[config.mk]
export PLATFORM = sky130hd
export DESIGN_NAME = bump_heap_allocator_with_holes_core_flat
export DESIGN_NICKNAME = d
export VERILOG_FILES = /design/src/sv/bhah_pkg.sv /design/src/sv/bhah_if.sv /design/src/sv/bhah_ram.sv /design/src/sv/bhah_region_unit.sv /design/src/sv/bump_heap_allocator_with_holes_core.sv /design/src/flat_wrapper.sv
export VERILOG_INCLUDE_DIRS = /design/src /design/src/sv
export SDC_FILE = /design/constraint.sdc
export NUM_CORES = 2
export LEC_CHECK = 0
export ABC_AREA = 1
export BUFFER_PORTS_ARGS = -buffer_cell sky130_fd_sc_hd__buf_2
export CAP_MARGIN = 20
export CORE_ASPECT_RATIO = 1.1
export CORE_MARGIN = 5
export CORE_UTILIZATION = 45
export DETAILED_ROUTE_END_ITERATION = 6
export PLACE_DENSITY_LB_ADDON = 0.2
export SETUP_SLACK_MARGIN = 0.1
export SYNTH_ARGS = -nofsm -noshare
export SYNTH_HDL_FRONTEND = slang
export SYNTH_SLANG_ARGS = --single-unit
[constraint.sdc]
create_clock -name clock -period 7.8 [get_ports clock]
set_clock_uncertainty 0.1 [all_clocks]
set_input_delay 0.78 -clock clock [delete_from_list [all_inputs] [get_ports clock]]
set_output_delay 0.78 -clock clock [all_outputs]
set_load 0.02 [all_outputs]
[src/sv/bump_heap_allocator_with_holes_core_macros.svh]
// Assertion macros for the bump heap allocator core.
// Included by the top level; no other dependencies.
`ifndef BUMP_HEAP_ALLOCATOR_WITH_HOLES_CORE_MACROS_SVH
`define BUMP_HEAP_ALLOCATOR_WITH_HOLES_CORE_MACROS_SVH

// Check a condition at every clock edge outside reset
`define BHAH_ASSERT_ALWAYS(lbl, clk, rst, cond, msg) \
   lbl: assert property (@(posedge clk) disable iff (rst) (cond)) else $error(msg);

// Check a consequence in the cycle after an antecedent
`define BHAH_ASSERT_NEXT(lbl, clk, rst, ante, cons, msg) \
   lbl: assert property (@(posedge clk) disable iff (rst) (ante) |=> (cons)) else $error(msg);

`endif

[src/sv/bhah_pkg.sv]
// Shared types, constants and helper functions of the bump heap allocator.
// No dependencies; used by the interfaces, the region unit, the core and the bench.
package bhah_pkg;

   localparam int unsigned OPEN_BLOCKS_DEF      = 20;
   localparam int unsigned RESERVED_REGIONS_DEF = 6;
   localparam int unsigned SLOT_W               = 3;
   localparam int unsigned ADDR_BITS            = 32;
   localparam int unsigned ALIGN_W              = 17;
   localparam int unsigned STATUS_W             = 2;
   localparam int unsigned CSR_IDX_W            = 2;

   typedef logic [ADDR_BITS-1:0] addr_type;
   typedef logic [ALIGN_W-1:0]   align_type;
   typedef logic [STATUS_W-1:0]  status_type;
   typedef logic [CSR_IDX_W-1:0] csr_idx_type;

   // Register reset values
   localparam addr_type HEAP_BASE_RST  = 32'h8004_181C;
   localparam addr_type HEAP_LIMIT_RST = 32'h8044_C000;
   localparam addr_type IMAGE_END_RST  = 32'h8038_05E0;

   // Register indexes
   localparam csr_idx_type CSR_HEAP_BASE  = 2'd0;
   localparam csr_idx_type CSR_HEAP_LIMIT = 2'd1;
   localparam csr_idx_type CSR_IMAGE_END  = 2'd2;

   // Transaction kinds
   localparam logic KIND_ALLOC = 1'b0;
   localparam logic KIND_ADD   = 1'b1;

   // Result status codes
   localparam status_type STAT_HEAP     = 2'd0;
   localparam status_type STAT_OVERFLOW = 2'd1;
   localparam status_type STAT_NO_MEM   = 2'd2;
   localparam status_type STAT_REFUSED  = 2'd3;

   typedef enum logic [3:0] {
      ST_IDLE,
      ST_ROUND,
      ST_SUM,
      ST_CHECK,
      ST_JUMP,
      ST_COMMIT,
      ST_OVF_READ,
      ST_OVF_LOAD,
      ST_OVF_ROUND,
      ST_OVF_SUM,
      ST_OVF_TEST,
      ST_DONE
   } state_type;

   // One entry of the open-block table
   typedef struct packed {
      addr_type blk_first;
      addr_type blk_limit;
   } open_block_type;

   // Result of testing two addresses against one reserved region
   typedef struct packed {
      logic     hit_a;
      logic     hit_b;
      addr_type hi;
   } region_hit_type;

   // Lower bound of a reserved region slot
   function automatic addr_type region_lo(input logic [SLOT_W-1:0] slot);
      addr_type lo;
      unique case (slot)
         3'd0:    lo = 32'h800D_A800;
         3'd1:    lo = 32'h8010_0000;
         3'd2:    lo = 32'h803D_A800;
         3'd3:    lo = 32'h8000_0400;
         3'd4:    lo = 32'h8020_0000;
         3'd5:    lo = 32'h8000_0000;
         default: lo = '0;
      endcase
      return lo;
   endfunction

   // Exclusive upper bound of a reserved region slot; the image region is live
   function automatic addr_type region_hi(input logic [SLOT_W-1:0] slot,
                                          input addr_type image_end);
      addr_type hi;
      unique case (slot)
         3'd0:    hi = 32'h8010_0000;
         3'd1:    hi = 32'h8012_5800;
         3'd2:    hi = 32'h8040_0000;
         3'd3:    hi = 32'h8004_17DC;
         3'd4:    hi = image_end;
         3'd5:    hi = 32'h8000_0400;
         default: hi = '0;
      endcase
      return hi;
   endfunction

   // Round up to the alignment; zero alignment acts as one
   function automatic addr_type round_up(input addr_type p, input align_type a);
      addr_type mask;
      mask = (a == '0) ? '0 : (addr_type'(a) - addr_type'(1));
      return (p + mask) & ~mask;
   endfunction

endpackage

[src/sv/bhah_if.sv]
// Handshake channel interfaces of the bump heap allocator.
// Depends on bhah_pkg for payload types.
interface bhah_req_if;
   logic                  valid;
   logic                  ready;
   logic                  kind;
   bhah_pkg::addr_type    request_size;
   bhah_pkg::align_type   align_bytes;
   bhah_pkg::addr_type    block_first;
   bhah_pkg::addr_type    block_limit;

   modport source (output valid, kind, request_size, align_bytes, block_first,
                   block_limit, input ready);
   modport sink   (input valid, kind, request_size, align_bytes, block_first,
                   block_limit, output ready);
endinterface

interface bhah_rsp_if;
   logic                  valid;
   logic                  ready;
   bhah_pkg::addr_type    granted_address;
   bhah_pkg::status_type  status;

   modport source (output valid, granted_address, status, input ready);
   modport sink   (input valid, granted_address, status, output ready);
endinterface

interface bhah_csr_if;
   logic                  valid;
   logic                  ready;
   bhah_pkg::csr_idx_type index;
   bhah_pkg::addr_type    data;

   modport source (output valid, index, data, input ready);
   modport sink   (input valid, index, data, output ready);
endinterface

[src/sv/bhah_ram.sv]
// Generic single-write, single-read RAM with registered read data.
// No dependencies.
module bhah_ram #(
   parameter int unsigned WIDTH = 64,
   parameter int unsigned DEPTH = 20
) (
   input  logic                                   clock,
   input  logic                                   wr_en,
   input  logic [((DEPTH > 1) ? $clog2(DEPTH) : 1)-1:0] wr_addr,
   input  logic [WIDTH-1:0]                       wr_data,
   input  logic                                   rd_en,
   input  logic [((DEPTH > 1) ? $clog2(DEPTH) : 1)-1:0] rd_addr,
   output logic [WIDTH-1:0]                       rd_data
);

   logic [WIDTH-1:0] mem_ff [DEPTH];
   logic [WIDTH-1:0] rd_data_ff;

   // Write port
   always_ff @(posedge clock) begin
      if (wr_en) begin
         mem_ff[wr_addr] <= wr_data;
      end
   end

   // Registered read port; data holds while no read is issued
   always_ff @(posedge clock) begin
      if (rd_en) begin
         rd_data_ff <= mem_ff[rd_addr];
      end
   end

   assign rd_data = rd_data_ff;

endmodule

[src/sv/bhah_region_unit.sv]
// Shared reserved-region compare unit: tests two addresses against one slot.
// Depends on bhah_pkg for the region table and result struct.
module bhah_region_unit (
   input  logic [bhah_pkg::SLOT_W-1:0] slot,
   input  bhah_pkg::addr_type          addr_a,
   input  bhah_pkg::addr_type          addr_b,
   input  bhah_pkg::addr_type          image_end,
   output bhah_pkg::region_hit_type    hit
);

   bhah_pkg::addr_type lo;
   bhah_pkg::addr_type hi;

   // Look up the bounds and compare both addresses
   always_comb begin
      lo        = bhah_pkg::region_lo(slot);
      hi        = bhah_pkg::region_hi(slot, image_end);
      hit.hit_a = (addr_a >= lo) && (addr_a < hi);
      hit.hit_b = (addr_b >= lo) && (addr_b < hi);
      hit.hi    = hi;
   end

endmodule

[src/sv/bump_heap_allocator_with_holes_core.sv]
// Bump heap allocator with reserved holes and an overflow open-block table.
// One transaction at a time. An add-block scans the reserved regions in turn. A
// heap allocate rounds, sums and scans the regions; a hit hops over regions in
// the jump state with the shared region compare unit, then sums again. Overflow
// tries each open block through the read, load, round, sum and test states.
// Synchronous reset loads the register reset values and empties the table.
module bump_heap_allocator_with_holes_core #(
   parameter int unsigned OPEN_BLOCKS      = bhah_pkg::OPEN_BLOCKS_DEF,
   parameter int unsigned RESERVED_REGIONS = bhah_pkg::RESERVED_REGIONS_DEF
) (
   input  logic              clock,
   input  logic              reset,
   bhah_req_if.sink          req_chan,
   bhah_rsp_if.source        rsp_chan,
   bhah_csr_if.sink          csr_chan
);

`include "bump_heap_allocator_with_holes_core_macros.svh"

   localparam int unsigned CNT_W   = $clog2(OPEN_BLOCKS + 1);
   localparam int unsigned ADDR_W  = (OPEN_BLOCKS > 1) ? $clog2(OPEN_BLOCKS) : 1;
   localparam int unsigned RC_W    = $clog2(RESERVED_REGIONS + 1);
   localparam int unsigned ENTRY_W = $bits(bhah_pkg::open_block_type);

   // Control and architectural state
   bhah_pkg::state_type    state_ff, state_in;
   bhah_pkg::addr_type     heap_base_ff, heap_base_in;
   bhah_pkg::addr_type     heap_limit_ff, heap_limit_in;
   bhah_pkg::addr_type     image_end_ff, image_end_in;
   bhah_pkg::addr_type     heap_ptr_ff, heap_ptr_in;
   bhah_pkg::addr_type     ovf_bytes_ff, ovf_bytes_in;
   logic [CNT_W-1:0]       open_idx_ff, open_idx_in;
   logic [CNT_W-1:0]       open_count_ff, open_count_in;
   logic                   rsp_valid_ff, rsp_valid_in;

   // Working registers of the current transaction
   logic                   kind_ff, kind_in;
   bhah_pkg::addr_type     size_ff, size_in;
   bhah_pkg::align_type    align_ff, align_in;
   bhah_pkg::addr_type     cand_ff, cand_in;
   bhah_pkg::addr_type     cand_end_ff, cand_end_in;
   logic [RC_W-1:0]        region_ff, region_in;
   logic                   jumped_ff, jumped_in;
   bhah_pkg::addr_type     res_addr_ff, res_addr_in;
   bhah_pkg::status_type   res_status_ff, res_status_in;
   bhah_pkg::addr_type     rsp_addr_ff, rsp_addr_in;
   bhah_pkg::status_type   rsp_status_ff, rsp_status_in;

   logic                   req_fire;
   logic                   done_xfer;
   logic                   region_last;
   logic                   region_end;
   logic                   idx_live;
   bhah_pkg::region_hit_type hit;

   logic                   ram_we;
   logic                   ram_re;
   logic [ENTRY_W-1:0]     ram_wdata;
   logic [ENTRY_W-1:0]     ram_rdata;
   bhah_pkg::open_block_type ram_entry;

   assign req_fire    = req_chan.valid && req_chan.ready;
   assign done_xfer   = (state_ff == bhah_pkg::ST_DONE) && (!rsp_valid_ff || rsp_chan.ready);
   assign region_last = (region_ff == RC_W'(RESERVED_REGIONS - 1));
   assign region_end  = (region_ff == RC_W'(RESERVED_REGIONS));
   assign idx_live    = (open_idx_ff < open_count_ff);
   assign ram_wdata   = {cand_ff, cand_end_ff};
   assign ram_entry   = ram_rdata;

   // Shared region compare unit
   bhah_region_unit u_region (
      .slot      (bhah_pkg::SLOT_W'(region_ff)),
      .addr_a    (cand_ff),
      .addr_b    (cand_end_ff),
      .image_end (image_end_ff),
      .hit       (hit)
   );

   // Open-block table
   bhah_ram #(
      .WIDTH (ENTRY_W),
      .DEPTH (OPEN_BLOCKS)
   ) u_table (
      .clock   (clock),
      .wr_en   (ram_we),
      .wr_addr (open_count_ff[ADDR_W-1:0]),
      .wr_data (ram_wdata),
      .rd_en   (ram_re),
      .rd_addr (open_idx_ff[ADDR_W-1:0]),
      .rd_data (ram_rdata)
   );

   // Next state
   always_comb begin
      state_in = state_ff;
      unique case (state_ff)
         bhah_pkg::ST_IDLE: begin
            if (req_fire) begin
               if (req_chan.kind == bhah_pkg::KIND_ADD) begin
                  if ((req_chan.block_first == req_chan.block_limit) ||
                      (open_count_ff >= CNT_W'(OPEN_BLOCKS))) begin
                     state_in = bhah_pkg::ST_DONE;
                  end else begin
                     state_in = bhah_pkg::ST_CHECK;
                  end
               end else if (ovf_bytes_ff != '0) begin
                  state_in = bhah_pkg::ST_OVF_ROUND;
               end else begin
                  state_in = bhah_pkg::ST_ROUND;
               end
            end
         end
         bhah_pkg::ST_ROUND: state_in = bhah_pkg::ST_SUM;
         bhah_pkg::ST_SUM: begin
            state_in = jumped_ff ? bhah_pkg::ST_COMMIT : bhah_pkg::ST_CHECK;
         end
         bhah_pkg::ST_CHECK: begin
            if (hit.hit_a || hit.hit_b) begin
               state_in = (kind_ff == bhah_pkg::KIND_ADD) ? bhah_pkg::ST_DONE
                                                          : bhah_pkg::ST_JUMP;
            end else if (region_last) begin
               state_in = (kind_ff == bhah_pkg::KIND_ADD) ? bhah_pkg::ST_DONE
                                                          : bhah_pkg::ST_COMMIT;
            end
         end
         bhah_pkg::ST_JUMP: begin
            if (region_end) begin
               state_in = bhah_pkg::ST_SUM;
            end
         end
         bhah_pkg::ST_COMMIT: begin
            state_in = (cand_end_ff >= heap_limit_ff) ? bhah_pkg::ST_OVF_READ
                                                      : bhah_pkg::ST_DONE;
         end
         bhah_pkg::ST_OVF_READ:  state_in = bhah_pkg::ST_OVF_LOAD;
         bhah_pkg::ST_OVF_LOAD:  state_in = bhah_pkg::ST_OVF_ROUND;
         bhah_pkg::ST_OVF_ROUND: begin
            state_in = idx_live ? bhah_pkg::ST_OVF_SUM : bhah_pkg::ST_DONE;
         end
         bhah_pkg::ST_OVF_SUM:   state_in = bhah_pkg::ST_OVF_TEST;
         bhah_pkg::ST_OVF_TEST: begin
            state_in = (ram_entry.blk_limit >= cand_end_ff) ? bhah_pkg::ST_DONE
                                                            : bhah_pkg::ST_OVF_READ;
         end
         bhah_pkg::ST_DONE: begin
            if (done_xfer) begin
               state_in = bhah_pkg::ST_IDLE;
            end
         end
         default: state_in = bhah_pkg::ST_IDLE;
      endcase
   end

   // Handshake and table controls
   always_comb begin
      req_chan.ready = (state_ff == bhah_pkg::ST_IDLE);
      csr_chan.ready = 1'b1;
      ram_we = (state_ff == bhah_pkg::ST_CHECK) && (kind_ff == bhah_pkg::KIND_ADD) &&
               !(hit.hit_a || hit.hit_b) && region_last;
      ram_re = (state_ff == bhah_pkg::ST_OVF_READ) ||
               ((state_ff == bhah_pkg::ST_OVF_ROUND) && idx_live);
   end

   // Datapath next values
   always_comb begin
      heap_base_in  = heap_base_ff;
      heap_limit_in = heap_limit_ff;
      image_end_in  = image_end_ff;
      heap_ptr_in   = heap_ptr_ff;
      ovf_bytes_in  = ovf_bytes_ff;
      open_idx_in   = open_idx_ff;
      open_count_in = open_count_ff;
      kind_in       = kind_ff;
      size_in       = size_ff;
      align_in      = align_ff;
      cand_in       = cand_ff;
      cand_end_in   = cand_end_ff;
      region_in     = region_ff;
      jumped_in     = jumped_ff;
      res_addr_in   = res_addr_ff;
      res_status_in = res_status_ff;
      rsp_addr_in   = rsp_addr_ff;
      rsp_status_in = rsp_status_ff;
      rsp_valid_in  = rsp_valid_ff && !rsp_chan.ready;

      unique case (state_ff)
         // Latch the transaction; an add-block checks its own bounds
         bhah_pkg::ST_IDLE: begin
            if (req_fire) begin
               kind_in       = req_chan.kind;
               size_in       = req_chan.request_size;
               align_in      = req_chan.align_bytes;
               cand_in       = req_chan.block_first;
               cand_end_in   = req_chan.block_limit;
               region_in     = '0;
               jumped_in     = 1'b0;
               res_addr_in   = '0;
               res_status_in = bhah_pkg::STAT_REFUSED;
            end
         end
         bhah_pkg::ST_ROUND: cand_in = bhah_pkg::round_up(heap_ptr_ff, align_ff);
         bhah_pkg::ST_SUM: begin
            cand_end_in = cand_ff + size_ff;
            region_in   = '0;
         end
         // Scan the regions against both ends
         bhah_pkg::ST_CHECK: begin
            if (hit.hit_a || hit.hit_b) begin
               cand_in   = cand_end_ff;
               region_in = '0;
               jumped_in = 1'b1;
            end else if (region_last) begin
               if (kind_ff == bhah_pkg::KIND_ADD) begin
                  open_count_in = open_count_ff + CNT_W'(1);
                  res_status_in = bhah_pkg::STAT_HEAP;
               end
            end else begin
               region_in = region_ff + RC_W'(1);
            end
         end
         // Skip reserved regions; restart at the second region after a jump
         bhah_pkg::ST_JUMP: begin
            if (!region_end) begin
               if (hit.hit_a) begin
                  cand_in   = hit.hi;
                  region_in = RC_W'(1);
               end else begin
                  region_in = region_ff + RC_W'(1);
               end
            end
         end
         // Grant from the heap or enter overflow mode
         bhah_pkg::ST_COMMIT: begin
            if (cand_end_ff >= heap_limit_ff) begin
               ovf_bytes_in = ovf_bytes_ff + size_ff;
               open_idx_in  = '0;
            end else begin
               heap_ptr_in   = cand_end_ff;
               res_addr_in   = cand_ff;
               res_status_in = bhah_pkg::STAT_HEAP;
            end
         end
         // Load the block start; an empty table reads as zero
         bhah_pkg::ST_OVF_LOAD: begin
            if (idx_live) begin
               heap_ptr_in = ram_entry.blk_first;
            end else if (open_idx_ff == '0) begin
               heap_ptr_in = '0;
            end
         end
         bhah_pkg::ST_OVF_ROUND: begin
            if (idx_live) begin
               cand_in = bhah_pkg::round_up(heap_ptr_ff, align_ff);
            end else begin
               res_addr_in   = '0;
               res_status_in = bhah_pkg::STAT_NO_MEM;
            end
         end
         bhah_pkg::ST_OVF_SUM: cand_end_in = cand_ff + size_ff;
         bhah_pkg::ST_OVF_TEST: begin
            if (ram_entry.blk_limit >= cand_end_ff) begin
               heap_ptr_in   = cand_end_ff;
               ovf_bytes_in  = ovf_bytes_ff + size_ff;
               res_addr_in   = cand_ff;
               res_status_in = bhah_pkg::STAT_OVERFLOW;
            end else begin
               open_idx_in = open_idx_ff + CNT_W'(1);
            end
         end
         // Move the result to the output register
         bhah_pkg::ST_DONE: begin
            if (done_xfer) begin
               rsp_addr_in   = res_addr_ff;
               rsp_status_in = res_status_ff;
               rsp_valid_in  = 1'b1;
            end
         end
         default: ;
      endcase

      // Register writes; heap base also reloads the pointer
      if (csr_chan.valid && csr_chan.ready) begin
         unique case (csr_chan.index)
            bhah_pkg::CSR_HEAP_BASE: begin
               heap_base_in = csr_chan.data;
               heap_ptr_in  = csr_chan.data;
            end
            bhah_pkg::CSR_HEAP_LIMIT: heap_limit_in = csr_chan.data;
            bhah_pkg::CSR_IMAGE_END:  image_end_in  = csr_chan.data;
            default: ;
         endcase
      end
   end

   // Control registers
   always_ff @(posedge clock) begin
      if (reset) begin
         state_ff      <= bhah_pkg::ST_IDLE;
         heap_base_ff  <= bhah_pkg::HEAP_BASE_RST;
         heap_limit_ff <= bhah_pkg::HEAP_LIMIT_RST;
         image_end_ff  <= bhah_pkg::IMAGE_END_RST;
         heap_ptr_ff   <= bhah_pkg::HEAP_BASE_RST;
         ovf_bytes_ff  <= '0;
         open_idx_ff   <= '0;
         open_count_ff <= '0;
         rsp_valid_ff  <= 1'b0;
      end else begin
         state_ff      <= state_in;
         heap_base_ff  <= heap_base_in;
         heap_limit_ff <= heap_limit_in;
         image_end_ff  <= image_end_in;
         heap_ptr_ff   <= heap_ptr_in;
         ovf_bytes_ff  <= ovf_bytes_in;
         open_idx_ff   <= open_idx_in;
         open_count_ff <= open_count_in;
         rsp_valid_ff  <= rsp_valid_in;
      end
   end

   // Payload registers
   always_ff @(posedge clock) begin
      kind_ff       <= kind_in;
      size_ff       <= size_in;
      align_ff      <= align_in;
      cand_ff       <= cand_in;
      cand_end_ff   <= cand_end_in;
      region_ff     <= region_in;
      jumped_ff     <= jumped_in;
      res_addr_ff   <= res_addr_in;
      res_status_ff <= res_status_in;
      rsp_addr_ff   <= rsp_addr_in;
      rsp_status_ff <= rsp_status_in;
   end

   assign rsp_chan.valid           = rsp_valid_ff;
   assign rsp_chan.granted_address = rsp_addr_ff;
   assign rsp_chan.status          = rsp_status_ff;

   // Checks
   `BHAH_ASSERT_ALWAYS(a_idx_within_count, clock, reset,
                       open_idx_ff <= open_count_ff, "open index passed open count")
   `BHAH_ASSERT_ALWAYS(a_count_bound, clock, reset,
                       open_count_ff <= CNT_W'(OPEN_BLOCKS), "open count passed table depth")
   `BHAH_ASSERT_NEXT(a_busy_after_accept, clock, reset,
                     req_fire, !req_chan.ready, "accepted a transaction while busy")

endmodule

[src/flat_wrapper.sv]
// flat-port wrapper written by rule: the top's interface ports become plain ports
module bump_heap_allocator_with_holes_core_flat 
#(
   parameter int unsigned OPEN_BLOCKS      = bhah_pkg::OPEN_BLOCKS_DEF,
   parameter int unsigned RESERVED_REGIONS = bhah_pkg::RESERVED_REGIONS_DEF
)
  (clock, reset, req_chan_valid, req_chan_kind, req_chan_request_size, req_chan_align_bytes, req_chan_block_first, req_chan_block_limit, req_chan_ready, rsp_chan_valid, rsp_chan_granted_address, rsp_chan_status, rsp_chan_ready, csr_chan_valid, csr_chan_index, csr_chan_data, csr_chan_ready);
  bhah_req_if req_chan_i ();
  bhah_rsp_if rsp_chan_i ();
  bhah_csr_if csr_chan_i ();
  input  logic clock;
  input  logic reset;
  input wire logic [$bits(req_chan_i.valid)-1:0] req_chan_valid;
  input wire logic [$bits(req_chan_i.kind)-1:0] req_chan_kind;
  input wire logic [$bits(req_chan_i.request_size)-1:0] req_chan_request_size;
  input wire logic [$bits(req_chan_i.align_bytes)-1:0] req_chan_align_bytes;
  input wire logic [$bits(req_chan_i.block_first)-1:0] req_chan_block_first;
  input wire logic [$bits(req_chan_i.block_limit)-1:0] req_chan_block_limit;
  output wire logic [$bits(req_chan_i.ready)-1:0] req_chan_ready;
  output wire logic [$bits(rsp_chan_i.valid)-1:0] rsp_chan_valid;
  output wire logic [$bits(rsp_chan_i.granted_address)-1:0] rsp_chan_granted_address;
  output wire logic [$bits(rsp_chan_i.status)-1:0] rsp_chan_status;
  input wire logic [$bits(rsp_chan_i.ready)-1:0] rsp_chan_ready;
  input wire logic [$bits(csr_chan_i.valid)-1:0] csr_chan_valid;
  input wire logic [$bits(csr_chan_i.index)-1:0] csr_chan_index;
  input wire logic [$bits(csr_chan_i.data)-1:0] csr_chan_data;
  output wire logic [$bits(csr_chan_i.ready)-1:0] csr_chan_ready;
  assign req_chan_i.valid = req_chan_valid;
  assign req_chan_i.kind = req_chan_kind;
  assign req_chan_i.request_size = req_chan_request_size;
  assign req_chan_i.align_bytes = req_chan_align_bytes;
  assign req_chan_i.block_first = req_chan_block_first;
  assign req_chan_i.block_limit = req_chan_block_limit;
  assign req_chan_ready = req_chan_i.ready;
  assign rsp_chan_valid = rsp_chan_i.valid;
  assign rsp_chan_granted_address = rsp_chan_i.granted_address;
  assign rsp_chan_status = rsp_chan_i.status;
  assign rsp_chan_i.ready = rsp_chan_ready;
  assign csr_chan_i.valid = csr_chan_valid;
  assign csr_chan_i.index = csr_chan_index;
  assign csr_chan_i.data = csr_chan_data;
  assign csr_chan_ready = csr_chan_i.ready;
  bump_heap_allocator_with_holes_core #(.OPEN_BLOCKS(OPEN_BLOCKS), .RESERVED_REGIONS(RESERVED_REGIONS)) u_core (.clock(clock), .reset(reset), .req_chan(req_chan_i), .rsp_chan(rsp_chan_i), .csr_chan(csr_chan_i));
endmodule
==> flow_summary.yaml <==
setup_path:
  crit_arrival_ns: 6.48
  required_ns: 8.18
  reg2reg_slack_ns: 1.70
  worstSetupPathType: "reg -> reg"
  crit_fanout: 30
  endpoint_kind: "flip-flop"
  rr_worst_depth: 16
  startpoint_type: "flip-flop"
die:
  fp.dieArea_um2: 175000
  core_area_um2: 166000
  die_y_um: 438
  dieWidth_um: 399
  initial_utilization_pct: 45.1
  rows: 157
  pin_count: 190
cts:
  cts_repair_resize_count: 0
  path_clk_slew_ns: 0.06
  root_buffer: "clkbuf_16"
  insertion_delay_ns: 0.83
  cts_buffer_depth: 3
  clock_sinks: 1673
  cts_made_buffers: 166
  htree_levels: 4
  cts_tree: "built"
routing:
  vias_per_cell: 5.99
  avgRoutedWirePerCell_um: 27.9
  drc_errors: 0
  ant_nets: 0
  drtPass1Iterations: 6
  finalWirelength_mm: 257
  vias: 55153
  drt_iter0_markers: 6369
power:
  pwr_density_cell_nw_per_um2: 321
  p_leak_nw: 30.2
  peakVddDrop_mv: 0.260
yosys:
  ys_warn_count: 0
  synthArstFlopShare_pct: 0
  syn_area_um2: 74800
  synth_cell_types: 59
  netlist_instances: 6624
  ys_seq_elements: 1673
  syn-num-nets: 7035
  avgSynthCellArea_um2: 11.3
  synth_ff_type: "edfxtp_1"
  synth_edf_count: 1530
  ys_seq_area_share_pct: 65.2
finish:
  fillers: 14612
  stdcell_count: 9203
  final_nets: 7242
  syn_to_final_growth_pct: 13.2
  drive_gt1_share_pct: 9.61
  final_cell_area_um2: 84700
place:
  placed_cells: 8838
  portBuffers: 188
  gp_congestion: 0.965
  placed_cell_area_um2: 78700
  hpwlAfterDp_mm: 166
timing:
  setup_viol: 0
  slew_headroom_pct: 19.2
  worst_pin_slew_ns: 1.21
  max_freq_mhz: 164
  fin_crit_ns: 6.10
  finalCritPeriodShare_pct: 78.2
  slew_viol_final: 0
  hold_viol_final: 0
  finalSetupTns_ns: 0
  rsz0062_at_grt: "no"
hold_path:
  hold_depth: 1
  hold_class: "in -> reg"
global_routing:
  grt_start_max_net_pins: 201
  grt_pass1_wl_mm: 367
  antenna_found_initial: 14
  grt_usage_pct: 28.8
  overflow: 0
  grt_pass1_vias: 52359
status:
  status: "complete, no violations"
job:
  drv_cap: 0
==> cells by family after synthesis <==
family | after synthesis | share of synthesized area (%)
xor gates and xnor gates | 89 | 1.04
DFF | 1673 | 65.2
and+or+nand+nor | 2116 | 11.4
other | 1 | 0.00501
adders and majority gates | 258 | 4.34
buffers and inverters | 717 | 3.70
AOI/OAI and AO/OA | 1770 | 14.3
==> where the power goes <==
| part | switching (W) | internal [W] | total (W) |
|---|---|---|---|
| registers | 0.000633 | 0.0114 | 0.0121 |
| logic | 0.00532 | 0.00183 | 0.00715 |
| clock network | 0.00352 | 0.00442 | 0.00794 |
==> metrics by stage <==
stage | hold slack (ns) | setup slack [ns] | util [%] | power, W
6_report | 0.0584 | 1.70 | 51.0 | 0.0272
2_1_floorplan | 0.300 | 0.937 | - | 0.0158
4_1_cts | 0.00637 | 1.75 | 50.9 | 0.0271
3_5_place_dp | 0.305 | 1.79 | 47.4 | 0.0192
5_1_grt | 0.0293 | 1.47 | 51.0 | 0.0282
3_3_place_gp | 0.301 | 1.94 | 47.4 | 0.0191
==> layout by cell type (no fill, tap or decap), types with 11 or more instances in the layout <==
master         instances
edfxtp_1            1530
nand2_1              898
nor2_1               851
o21ai_0              756
inv_1                353
a21oi_1              335
ha_1                 255
buf_2                188
nand3_1              182
clkbuf_16            172
o22ai_1              169
dfxtp_1              139
buf_4                131
o221ai_1             104
o211ai_1              86
nand4_1               53
xor2_1                51
a32oi_1               51
a221oi_1              51
a2bb2oi_1             51
dlygate4sd3_1         46
nor3_1                42
xnor2_1               38
a41oi_1               38
clkbuf_1              38
clkinv_1              34
clkinv_2              34
nor2_4                24
a31oi_1               21
or2_2                 20
o2111ai_1             20
o21ai_1               19
a21o_1                18
buf_12                15
inv_2                 11
==> flip-flops by register name, summed over array words and instances, names as in the netlist, 2 cells and up <==
signal,cells
u_core.u_table.mem_ff,1280
u_core.u_table.rd_data,64
u_core.cand_end_ff,32
u_core.cand_ff,32
u_core.heap_limit_ff,32
u_core.heap_ptr_ff,32
u_core.image_end_ff,32
u_core.ovf_bytes_ff,32
u_core.res_addr_ff,32
u_core.rsp_chan.granted_address,32
u_core.size_ff,32
u_core.align_ff,17
u_core.open_count_ff,5
u_core.open_idx_ff,5
u_core.state_ff,4
u_core.region_ff,3
u_core.res_status_ff,2
u_core.rsp_chan.status,2
==> worst paths after layout <==
| check | startpoint | to |
|---|---|---|
| max | u_core.region_ff[2] | u_core.u_table.mem_ff[2][5] |
| min | req_chan_align_bytes[0] | u_core.align_ff[0] |
| max reg2reg | u_core.region_ff[2] | u_core.u_table.mem_ff[2][5] |
| min reg2reg | u_core.res_addr_ff[17] | u_core.rsp_chan.granted_address[17] |
==> cells in the mapped netlist (8+ instances only) <==
cell	number	area share (%)
a211oi_1	8	0.080
a21boi_0	9	0.090
a21o_1	18	0.18
a21oi_1	336	2.2
a221oi_1	51	0.60
a2bb2oi_1	51	0.60
a31oi_1	21	0.18
a32oi_1	51	0.60
a41oi_1	38	0.44
buf_2	54	0.36
clkbuf_1	283	1.4
dfxtp_1	143	3.8
edfxtp_1	1530	61
ha_1	255	4.3
inv_1	357	1.8
inv_2	11	0.055
nand2_1	898	4.5
nand3_1	184	1.2
nand3b_1	8	0.080
nand4_1	53	0.44
nor2_1	873	4.4
nor3_1	44	0.29
nor4_1	12	0.10
o2111ai_1	20	0.23
o211ai_1	86	0.86
o21a_1	10	0.10
o21ai_0	759	5.1
o21ai_1	18	0.12
o21bai_1	9	0.090
o221ai_1	104	1.2
o22ai_1	169	1.4
or2_2	20	0.17
xnor2_1	38	0.44
xor2_1	51	0.60
==> cell type report <==
class	instances	area (µm²)	area share [%]
Antenna cell	4	10.0	0.0118
Clock buffer	215	4520	5.33
Clock inverter	95	853	1.01
Inverter	372	1420	1.67
Multi-Input combinational cell	4234	23500	27.7
Sequential cell	1673	48800	57.6
Tap cell	2226	2790	3.29
Timing Repair Buffer	384	2800	3.30
==> worst max-delay path: stages (launching register included) <==
cell and delay [ns]:
edfxtp_1 0.58, nand2_1 0.42, inv_1 0.18, nor2_1 0.81, a21oi_1 0.24, ha_1 0.36
nand2_1 0.06, inv_1 0.06, nand4_1 0.09, nor3_1 0.35, nand2_1 0.13, nand2_1 0.16
nand2_2 0.10, nor3_4 0.32, nand2_1 0.38, nor2_4 0.91, buf_4 0.46
==> timing repair <==
item                                    CTS  global route
hold endpoints to repair                 46             0
buffers inserted                          0             0
hold buffers                             46             0
endpoints found under the setup margin    0             0
==> per-layer routing <==
layer	share of wire, %	global-route usage, %	vias up
met3	8.2	4.78	541
met4	5.2	13.0	2
met5	0.0051	0	-
met2	47	47.3	2643
li1	-	-	24652
met1	39	37.7	27315
(Power assumes the default switching activity.)
